==> src/sv/tsvm_pkg.sv <==
// ----------------------------------------------------------------------------
// Tagged stack machine package
// Shared types, opcodes, status codes and tag codes.
// ----------------------------------------------------------------------------
`default_nettype none
package tsvm_pkg;

  localparam int unsigned StackDepthDefault = 64;

  typedef enum logic [3:0] {
    OP_RET = 4'd0, OP_CONST = 4'd1, OP_NIL = 4'd2, OP_TRUE = 4'd3, OP_PUSH_FALSE = 4'd4,
    OP_NEG = 4'd5, OP_ADD = 4'd6, OP_SUB = 4'd7, OP_MUL = 4'd8, OP_DIV = 4'd9,
    OP_NOT = 4'd10, OP_EQ = 4'd11, OP_LT = 4'd12, OP_LE = 4'd13,
    OP_NOP14 = 4'd14, OP_NOP15 = 4'd15
  } opcode_e;

  typedef enum logic [2:0] {
    ST_CONT = 3'd0, ST_RET = 3'd1, ST_TYPE = 3'd2, ST_STACK = 3'd3, ST_DIV0 = 3'd4
  } status_e;

  localparam logic [1:0] TagNil  = 2'd0;
  localparam logic [1:0] TagBool = 2'd1;
  localparam logic [1:0] TagNum  = 2'd2;

  localparam logic [63:0] SignBit = 64'h8000_0000_0000_0000;
  localparam logic [63:0] MaxPos  = 64'h7FFF_FFFF_FFFF_FFFF;

  typedef struct packed {
    logic [3:0]  opcode;
    logic [1:0]  tag;
    logic [63:0] value;
    logic [1:0]  need;
    logic        is_push;
  } instr_t;

  function automatic logic [63:0] sat_signed(input logic [63:0] mag, input logic ovf,
                                             input logic neg);
    logic [63:0] r;
    if (neg) begin
      r = (ovf || mag > SignBit) ? SignBit : (64'd0 - mag);
    end else begin
      r = (ovf || mag > MaxPos) ? MaxPos : mag;
    end
    return r;
  endfunction

endpackage
`default_nettype wire

==> src/sv/tsvm_if.sv <==
// ----------------------------------------------------------------------------
// Tagged stack machine channels
// Instruction input channel and result output channel.
// ----------------------------------------------------------------------------
`default_nettype none
interface tsvm_in_if;
  logic        valid;
  logic        ready;
  logic [3:0]  opcode;
  logic [1:0]  const_tag;
  logic signed [63:0] const_value;
  modport source (output valid, opcode, const_tag, const_value, input ready);
  modport sink (input valid, opcode, const_tag, const_value, output ready);
endinterface

`default_nettype wire

==> src/sv/tsvm_front.sv <==
// ----------------------------------------------------------------------------
// Tagged stack machine front end
// Accepts instructions, normalizes constants and queues decoded items.
// ----------------------------------------------------------------------------
`default_nettype none
module tsvm_front (
  input  wire logic           clk_i,
  input  wire logic           rst_ni,
  tsvm_in_if.sink             in_if,
  output tsvm_pkg::instr_t    instr_o,
  output logic                valid_o,
  input  wire logic           ready_i
);

  tsvm_pkg::instr_t q0_q, q1_q, dec;
  logic [1:0] cnt_q, cnt_d;
  logic push_w, pop_w;

  always_comb begin
    dec.opcode  = in_if.opcode;
    dec.tag     = tsvm_pkg::TagNil;
    dec.value   = 64'd0;
    dec.need    = 2'd0;
    dec.is_push = 1'b0;
    case (tsvm_pkg::opcode_e'(in_if.opcode))
      tsvm_pkg::OP_CONST: begin
        dec.is_push = 1'b1;
        if (in_if.const_tag == tsvm_pkg::TagBool) begin
          dec.tag   = tsvm_pkg::TagBool;
          dec.value = {63'd0, in_if.const_value != 64'd0};
        end else if (in_if.const_tag == tsvm_pkg::TagNum) begin
          dec.tag   = tsvm_pkg::TagNum;
          dec.value = in_if.const_value;
        end
      end
      tsvm_pkg::OP_NIL: dec.is_push = 1'b1;
      tsvm_pkg::OP_TRUE: begin
        dec.is_push = 1'b1;
        dec.tag     = tsvm_pkg::TagBool;
        dec.value   = 64'd1;
      end
      tsvm_pkg::OP_PUSH_FALSE: begin
        dec.is_push = 1'b1;
        dec.tag     = tsvm_pkg::TagBool;
      end
      tsvm_pkg::OP_RET, tsvm_pkg::OP_NEG, tsvm_pkg::OP_NOT: dec.need = 2'd1;
      tsvm_pkg::OP_ADD, tsvm_pkg::OP_SUB, tsvm_pkg::OP_MUL, tsvm_pkg::OP_DIV,
      tsvm_pkg::OP_EQ, tsvm_pkg::OP_LT, tsvm_pkg::OP_LE: dec.need = 2'd2;
      default: dec.need = 2'd0;
    endcase
  end

  assign in_if.ready = (cnt_q != 2'd2);
  assign push_w  = in_if.valid && in_if.ready;
  assign pop_w   = valid_o && ready_i;
  assign valid_o = (cnt_q != 2'd0);
  assign instr_o = q0_q;
  assign cnt_d   = cnt_q + {1'b0, push_w} - {1'b0, pop_w};

  always_ff @(posedge clk_i or negedge rst_ni) begin
    if (!rst_ni) begin
      cnt_q <= 2'd0;
    end else begin
      cnt_q <= cnt_d;
    end
  end

  always_ff @(posedge clk_i) begin
    if (pop_w) begin
      q0_q <= (cnt_q == 2'd2) ? q1_q : dec;
    end else if (push_w && cnt_q == 2'd0) begin
      q0_q <= dec;
    end
    if (push_w && (cnt_q - {1'b0, pop_w}) == 2'd1) begin
      q1_q <= dec;
    end
  end

  a_cnt_max: assert property (@(posedge clk_i) disable iff (!rst_ni) cnt_q != 2'd3)
    else $error("queue count out of range");
  a_full_hold: assert property (@(posedge clk_i) disable iff (!rst_ni)
    (cnt_q == 2'd2 && !pop_w) |=> cnt_q == 2'd2) else $error("queue lost an item");
  a_push_val: assert property (@(posedge clk_i) disable iff (!rst_ni)
    (push_w && cnt_q == 2'd0) |=> valid_o) else $error("queued item not shown");

endmodule
`default_nettype wire

==> src/flat_wrapper.sv <==
// flat-port wrapper written by rule: the top's interface ports become plain ports
module tsvm_front_flat 
  (clk_i, rst_ni, instr_o, valid_o, ready_i, in_if_valid, in_if_opcode, in_if_const_tag, in_if_const_value, in_if_ready);
  tsvm_in_if in_if_i ();
  input  wire logic clk_i;
  input  wire logic rst_ni;
  output tsvm_pkg::instr_t instr_o;
  output logic valid_o;
  input  wire logic ready_i;
  input wire logic [$bits(in_if_i.valid)-1:0] in_if_valid;
  input wire logic [$bits(in_if_i.opcode)-1:0] in_if_opcode;
  input wire logic [$bits(in_if_i.const_tag)-1:0] in_if_const_tag;
  input wire logic [$bits(in_if_i.const_value)-1:0] in_if_const_value;
  output wire logic [$bits(in_if_i.ready)-1:0] in_if_ready;
  assign in_if_i.valid = in_if_valid;
  assign in_if_i.opcode = in_if_opcode;
  assign in_if_i.const_tag = in_if_const_tag;
  assign in_if_i.const_value = in_if_const_value;
  assign in_if_ready = in_if_i.ready;
  tsvm_front u_core (.clk_i(clk_i), .rst_ni(rst_ni), .in_if(in_if_i), .instr_o(instr_o), .valid_o(valid_o), .ready_i(ready_i));
endmodule
==> config.mk <==
export PLATFORM = sky130hd
export DESIGN_NAME = tsvm_front_flat
export DESIGN_NICKNAME = d
export VERILOG_FILES = /design/src/sv/tsvm_pkg.sv /design/src/sv/tsvm_if.sv /design/src/sv/tsvm_front.sv /design/src/flat_wrapper.sv
export SDC_FILE = /design/constraint.sdc
export NUM_CORES = 1
export LEC_CHECK = 0
export ABC_CLOCK_PERIOD_IN_PS = 3400
export BUFFER_PORTS_ARGS = -buffer_cell sky130_fd_sc_hd__buf_2
export CAP_MARGIN = 20
export CORE_UTILIZATION = 35
export DETAILED_ROUTE_END_ITERATION = 12
export SLEW_MARGIN = 5
export SYNTH_ARGS = -nofsm -noshare
export SYNTH_HDL_FRONTEND = slang
export SYNTH_SLANG_ARGS = --single-unit
==> constraint.sdc <==
create_clock -name clk_i -period 3.4 [get_ports clk_i]
set_input_delay 0.34 -clock clk_i [delete_from_list [all_inputs] [get_ports clk_i]]
set_output_delay 0.34 -clock clk_i [all_outputs]
set_load 0.01 [all_outputs]
Yosys cells after proc, flatten, opt, wreduce, memory -nomap -nowiden

Index checks and enable logic that the tools add are counted.

Register bits after elaboration: 148
Bits of input ports: 74
Output and inout port bits: 75
Word-level logic and storage cells: 54

Add/sub/neg operators: 3
Eq/ne operators: 18
Muxes and demuxes: 9
Reductions and logical operators: 13

Operator list:

| operator                                      | count |
|---|---|
| 2-to-1 mux 73 bit                             | 3 |
| 2-to-1 mux 66 bit                             | 2 |
| case mux 64 bit (2 select lines)              | 1 |
| nonzero test 64 bit                           | 1 |
| == test 4 bit, second input constant          | 6 |
| == test 4 x 3 -> 1 bit, second input constant | 4 |
| == test 4 x 2 -> 1 bit, second input constant | 2 |
| case mux 2 bit (2 select lines)               | 2 |
| OR reduction 7 bit                            | 1 |
| == test 2 x 1 -> 1 bit, second input constant | 2 |
| == test 2 bit, second input constant          | 2 |
| == test 4 x 1 -> 1 bit, second input constant | 1 |
| logical AND 1 bit                             | 4 |
| logical NOT 4 bit                             | 1 |
| nonzero test 2 bit                            | 2 |
| OR reduction 4 bit                            | 1 |
| subtractor 2 x 1 -> 2 bit                     | 2 |
| OR reduction 3 bit                            | 1 |
| adder 2 x 1 -> 2 bit                          | 1 |
| logical NOT 2 bit                             | 1 |
| inequality test 2 bit, second input constant  | 1 |
| OR reduction 2 bit                            | 1 |
| 2-to-1 mux 1 bit                              | 1 |

Logic depth before layout (Yosys ltp)

Depth after elaboration: 6
Gate-level depth with buffers: 7
Mapped depth without buffers: 6

Worst setup path after synthesis

OpenSTA, ideal clock, no wires.

Path type: reg-to-reg
From: register u_core.cnt_q[1]
To: register u_core.q1_q[0] (netlist bit), enable pin
Setup time: 0.439 ns
Arrival: 3.040 ns
Data required time: 2.961 ns
Setup slack: -0.079 ns
Cell stages (with the launch flop): 6
Buffers on the path: 0
Clock period less this slack: 3.479 ns
Cells stage by stage: dfrtp_1 or2_2 and2_1 ha_1 xnor2_1 and3_1

Cells in the longest elaborated chain, start to end: 5
Elaborated cells on any way between the ends: 7
Classes of those cells: 1 x add/sub; 2 x eq/ne; 4 x reduce/logical

Ends and longest elaborated chain:

| what                      | RTL line          | text |
|---|---|---|
| start: declaration        | tsvm_front.sv:16  | `logic [1:0] cnt_q, cnt_d;` |
| start signal: assignment  | tsvm_front.sv:64  | `cnt_q <= cnt_d;` |
| nonzero test 2 bit        | tsvm_front.sv:56  | `assign valid_o = (cnt_q != 2'd0);` |
| via valid_o               | flat_wrapper.sv:8 | `output logic valid_o;` |
| logical AND 1 bit         | tsvm_front.sv:55  | `assign pop_w = valid_o && ready_i;` |
| subtractor 2 x 1 -> 2 bit | tsvm_front.sv:74  | `if (push_w && (cnt_q - {1'b0, pop_w}) == 2'd1) begin` |
| == test 2 x 1 -> 1 bit    | tsvm_front.sv:74  |  |
| logical AND 1 bit         | tsvm_front.sv:74  |  |
| end signal: assignment    | tsvm_front.sv:75  | `q1_q <= dec;` |
| end: declaration          | tsvm_front.sv:15  | `tsvm_pkg::instr_t q0_q, q1_q, dec;` |

The timed path passes the listed nets, and every way through them passes these cells.
A chain may end at the register's enable or synchronous reset.

Final worst setup path

From: register u_core.cnt_q[1]
To: register u_core.q1_q[15] (netlist bit), enable pin

Cells in the longest elaborated chain, start to end: 5
Elaborated cells on any way between the ends: 7
Classes of those cells: 1 x add/sub; 2 x eq/ne; 4 x reduce/logical

Ends and longest elaborated chain:

| what                      | RTL line |
|---|---|
| nonzero test 2 bit        | tsvm_front.sv:56 |
| logical AND 1 bit         | tsvm_front.sv:55 |
| subtractor 2 x 1 -> 2 bit | tsvm_front.sv:74 |
| == test 2 x 1 -> 1 bit    | tsvm_front.sv:74 |
| logical AND 1 bit (*)     | tsvm_front.sv:74 |

Mark *: on every way between the ends. The rest lies on a longest branch, timed or not.

==> report_table.html <==
<table>
<tr><th>Metric</th><th>Value</th></tr>
<tr><th colspan="2">Final layout</th></tr>
<tr><td>Final standard cell utilization of the core</td><td>0.448</td></tr>
<tr><td>Ant diodes</td><td>0</td></tr>
<tr><td>Layout cells sized above 1</td><td>0.572</td></tr>
<tr><td># nets final</td><td>590</td></tr>
<tr><td>Total of fill cells in the finished design</td><td>1569</td></tr>
<tr><td>Layout-stage area growth over the synthesis result</td><td>23.9%</td></tr>
<tr><td>Final non-filler cell total</td><td>about 750</td></tr>
<tr><td>Final Cell Area</td><td>between 7000 and 8000 µm²</td></tr>
<tr><th colspan="2">STA</th></tr>
<tr><td>Worst-case headroom to the max-slew limit</td><td>0.296</td></tr>
<tr><td>Setup TNS</td><td>0 ns</td></tr>
<tr><td>Maximum frequency from static timing analysis</td><td>just under 400 MHz</td></tr>
<tr><td>Period Utilization, post-route</td><td>0.756</td></tr>
<tr><td>Final-layout worst hold slack</td><td>around 0.21 ns</td></tr>
<tr><td>Count of endpoints failing hold in the final timing report</td><td>0</td></tr>
<tr><td>Final setup violating endpoints</td><td>0</td></tr>
<tr><td>Pin slew with the least headroom to its limit</td><td>1.06 ns</td></tr>
<tr><td>Min Clock Period, post-route</td><td>roughly 2.6 ns</td></tr>
<tr><td>Max-slew violation total from the final report</td><td>0</td></tr>
<tr><td>Setup repair after global routing missed its margin</td><td>no</td></tr>
<tr><td>Setup clock skew after layout</td><td>~0.0084 ns</td></tr>
<tr><th colspan="2">Global routing</th></tr>
<tr><td>First-pass GRT wire length</td><td>approximately 20000 µm</td></tr>
<tr><td>Number of antenna violations at the first check in global routing</td><td>0</td></tr>
<tr><td>GR Overflow Total</td><td>0</td></tr>
<tr><td>Pin count of the biggest net entering global routing</td><td>77</td></tr>
<tr><td>Overall Global Routing Usage</td><td>0.145</td></tr>
<tr><td>Vias in the first global route</td><td>between 3000 and 4000</td></tr>
<tr><th colspan="2">Clocking</th></tr>
<tr><td>Clock root buffer master</td><td>clkbuf_16</td></tr>
<tr><td>Latest clock arrival within the worst-skew pair</td><td>roughly 0.41 ns</td></tr>
<tr><td>Number of clock buffers inserted by TritonCTS</td><td>17</td></tr>
<tr><td>Hold Buf Count CTS</td><td>1</td></tr>
<tr><td>Number of sinks driven by the clock tree</td><td>around 150</td></tr>
<tr><td>Clock slew at reported path FFs</td><td>about 0.06 ns</td></tr>
<tr><td>Post-CTS Setup Bufs</td><td>0</td></tr>
<tr><td>Clock tree from TritonCTS</td><td>built</td></tr>
<tr><td>Clock H-tree levels</td><td>4</td></tr>
<tr><td>Count of cells resized by post-cts repair</td><td>0</td></tr>
<tr><td>Number of buffers on the longest clock path</td><td>2</td></tr>
<tr><th colspan="2">Detailed routing</th></tr>
<tr><td>Via density per instance</td><td>4.74</td></tr>
<tr><td>DRT Wirelength</td><td>around 13000 µm</td></tr>
<tr><td>1st-iter DRT viols</td><td>165</td></tr>
<tr><td>Antenna violation net count after detailed routing</td><td>0</td></tr>
<tr><td>Total iterations of the first detailed-routing run</td><td>4</td></tr>
<tr><td>DRC violation count after routing</td><td>0</td></tr>
<tr><td>Total via count after detailed routing</td><td>3556</td></tr>
<tr><td>Routed wire per std cell</td><td>17.0 µm</td></tr>
<tr><th colspan="2">Power and ir drop</th></tr>
<tr><td>Sequential fraction of design power</td><td>0.488</td></tr>
<tr><td>Relative contribution of the clock network to total power</td><td>0.295</td></tr>
<tr><td>Cell area power density</td><td>763 nW/µm²</td></tr>
<tr><td>Power share of the combinational group</td><td>0.217</td></tr>
<tr><td>Switching share of power</td><td>0.267</td></tr>
<tr><td>IR drop worst, VDD</td><td>0.332 mV</td></tr>
<tr><td>Net Switching</td><td>1590 µW</td></tr>
<tr><td>P_leak</td><td>0.00305 µW</td></tr>
<tr><td>Power Internal</td><td>4370 µW</td></tr>
<tr><th colspan="2">Synth</th></tr>
<tr><td>Area of the mapped netlist</td><td>6310 µm²</td></tr>
<tr><td>Cells after synthesis</td><td>about 360</td></tr>
<tr><td>Synth top area cells</td><td>edfxtp_1 (70%), mux2_2 (13%), and2_4 (6.9%)</td></tr>
<tr><td>Adder-cell share of the synthesized area</td><td>0.00397</td></tr>
<tr><td>Share of the yosys chip area belonging to registers</td><td>0.703</td></tr>
<tr><td>Proportion of synthesized area in mux cells</td><td>0.128</td></tr>
<tr><td>YS warnings</td><td>0</td></tr>
<tr><td>Portion of synthesized cell area occupied by the leading cell type</td><td>0.695</td></tr>
<tr><td>Share of flip-flops with an asynchronous set or reset</td><td>0.0135</td></tr>
<tr><td>Area share of and/or/nand/nor cells after synthesis</td><td>0.122</td></tr>
<tr><td>Post-synth net total</td><td>roughly 440</td></tr>
<tr><td>Share of the synthesized netlist area taken by xor and xnor gates</td><td>0.00556</td></tr>
<tr><td>Main synth FF type</td><td>edfxtp_1</td></tr>
<tr><td>Compound-Gate Fraction of Synth Area</td><td>0.0107</td></tr>
<tr><td>Average cell area after synthesis</td><td>17.5 µm²</td></tr>
<tr><td>Largest family of logic cells by synthesized area</td><td>multiplexers</td></tr>
<tr><td>Library cell occupying the most area in the post-synthesis netlist</td><td>edfxtp_1</td></tr>
<tr><td>Count of flip-flops with a built-in enable after synthesis</td><td>146</td></tr>
<tr><td>Number of flip-flops and latches in the synthesized netlist</td><td>roughly 150</td></tr>
<tr><td>Distinct cell type count after synthesis</td><td>34</td></tr>
<tr><th colspan="2">Worst hold path</th></tr>
<tr><td>Min-delay worst type</td><td>in2reg</td></tr>
<tr><th colspan="2">Setup path</th></tr>
<tr><td>Nature of the critical path startpoint</td><td>flip-flop</td></tr>
<tr><td>Maximum fanout encountered on the critical timing path</td><td>37</td></tr>
<tr><td>Data required time at the worst endpoint</td><td>3.49 ns</td></tr>
<tr><td>Critical path start-end classification</td><td>reg2reg</td></tr>
<tr><td>Arrival time at the worst endpoint</td><td>about 2.7 ns</td></tr>
<tr><td>Crit end category</td><td>flip-flop</td></tr>
<tr><th colspan="2">Floorplanning</th></tr>
<tr><td>Die boundary width</td><td>136 µm</td></tr>
<tr><td>I/O pin count</td><td>149</td></tr>
<tr><td>Core Area</td><td>17400 µm²</td></tr>
<tr><td>Area of the die</td><td>roughly 19000 µm²</td></tr>
<tr><td>Initial core utilization</td><td>0.362</td></tr>
<tr><td>Die Span Y</td><td>136 µm</td></tr>
<tr><td>Cell row count</td><td>48</td></tr>
<tr><th colspan="2">Outcome</th></tr>
<tr><td>Run status</td><td>finished clean</td></tr>
<tr><th colspan="2">Placed design</th></tr>
<tr><td>Half-perimeter wire length of the detailed placement result</td><td>8400 µm</td></tr>
<tr><td>Post-Place Cells</td><td>718</td></tr>
<tr><td>I/O Buffers</td><td>approximately 150</td></tr>
<tr><td>Weighted congestion at the end of routability-driven global placement</td><td>0.745</td></tr>
<tr><td>Placed instance area</td><td>7230 µm²</td></tr>
<tr><th colspan="2">Job</th></tr>
<tr><td>Number of maximum-capacitance violations</td><td>0</td></tr>
</table>
-- per-layer routing --
layer | GRT usage | vias up | share of wire
met1 | 0.171 | 1749 | 0.44
met2 | 0.245 | 108 | 0.50
met4 | 0.0648 | 0 | 0.018
met5 | 0 | - | 0
li1 | - | 1687 | -
met3 | 0.0410 | 12 | 0.048
-- area by class of cell --
class	instances	area [µm²]	share of cell area
clock inverter	12	114	0.0146
multi-input combinational	189	1720	0.220
tap	225	282	0.0360
timing repair buffer	152	806	0.103
sequential	148	4430	0.568
inverter	6	22.5	0.00288
clock buffer	19	433	0.0554
-- cell families after synthesis --
group | count (synthesis)
multiplexers | 72
AO/OA/AOI/OAI | 10
flip-flops | 148
buffers and inverters | 24
AND/OR/NAND/NOR | 101
adder cells (fa/ha/maj) | 2
XOR/XNOR | 4
-- placed cells by master, fill, tap and decap left out, drive strengths merged --
| master | count |
|---|---|
| a21oi | 1 |
| a22o | 1 |
| a32o | 1 |
| and2 | 65 |
| and3 | 2 |
| and3b | 1 |
| buf | 151 |
| bufinv | 2 |
| clkbuf | 19 |
| clkinv | 7 |
| clkinvlp | 2 |
| dfrtp | 2 |
| dlygate4sd3 | 1 |
| edfxtp | 146 |
| ha | 2 |
| inv | 7 |
| mux2 | 71 |
| mux2i | 1 |
| nand2 | 3 |
| nand4 | 4 |
| nor2 | 3 |
| nor2b | 1 |
| nor3 | 1 |
| nor4 | 17 |
| o21ai | 4 |
| o21bai | 1 |
| o31ai | 1 |
| o41ai | 1 |
| or2 | 1 |
| or3b | 1 |
| or4b | 1 |
| or4bb | 1 |
| xnor2 | 3 |
| xor2 | 1 |
-- final timing paths --
check	start	to	slack, ns	cells past startpoint
min in group asynchronous	rst_ni	u_core.cnt_q[1]	0.25	2
setup reg to reg	u_core.cnt_q[1]	u_core.q1_q[15]	0.83	6
hold reg to reg	u_core.q1_q[23]	u_core.instr_o[23]	0.54	1
hold / removal	in_if_opcode[0]	u_core.q1_q[69]	0.21	1
setup / recovery	u_core.cnt_q[1]	u_core.q1_q[15]	0.83	6
max in group asynchronous	rst_ni	u_core.cnt_q[0]	3.05	2
-- cells in the mapped netlist (3+ instances only) --
cell,n
nor4_1,17
mux2_2,70
nor2_1,3
xnor2_1,3
nand2_1,3
nand4_1,4
buf_2,3
and2_1,15
buf_8,5
clkbuf_1,8
and2_4,50
edfxtp_1,146
inv_1,6
o21ai_0,4
-- registers in the layout, indices dropped and copies added, names as in the netlist --
| signal | cells |
|---|---|
| u_core.instr_o | 73 |
| u_core.q1_q | 73 |
| u_core.cnt_q | 2 |
-- per-stage QoR --
stage | total power [µW] | worst slack [ns]
floorplan | 3680 | 0.733
global placement | 4220 | 0.878
detailed placement | 4260 | 0.835
CTS | 6040 | 0.805
global route | 6260 | 0.672
finish | 5960 | 0.828
-- critical path: stages (launching register included) --
cell	delay, ns
dfrtp_1	0.42
or2_2	0.33
and2_1	0.17
ha_1	0.19
xnor2_1	0.22
and3_4	0.58
buf_12	0.29
-- power groups by stage --
stage               Sequential [µW]  Clock (µW)  Combinational, µW
detailed placement             2960           0               1300
CTS                            2930        1810               1310
finish                         2910        1760               1290
floorplan                      3090           0                588
global placement               2940           0               1290
global route                   2970        1880               1420
Note: power is estimated with default switching activity, not from simulation.
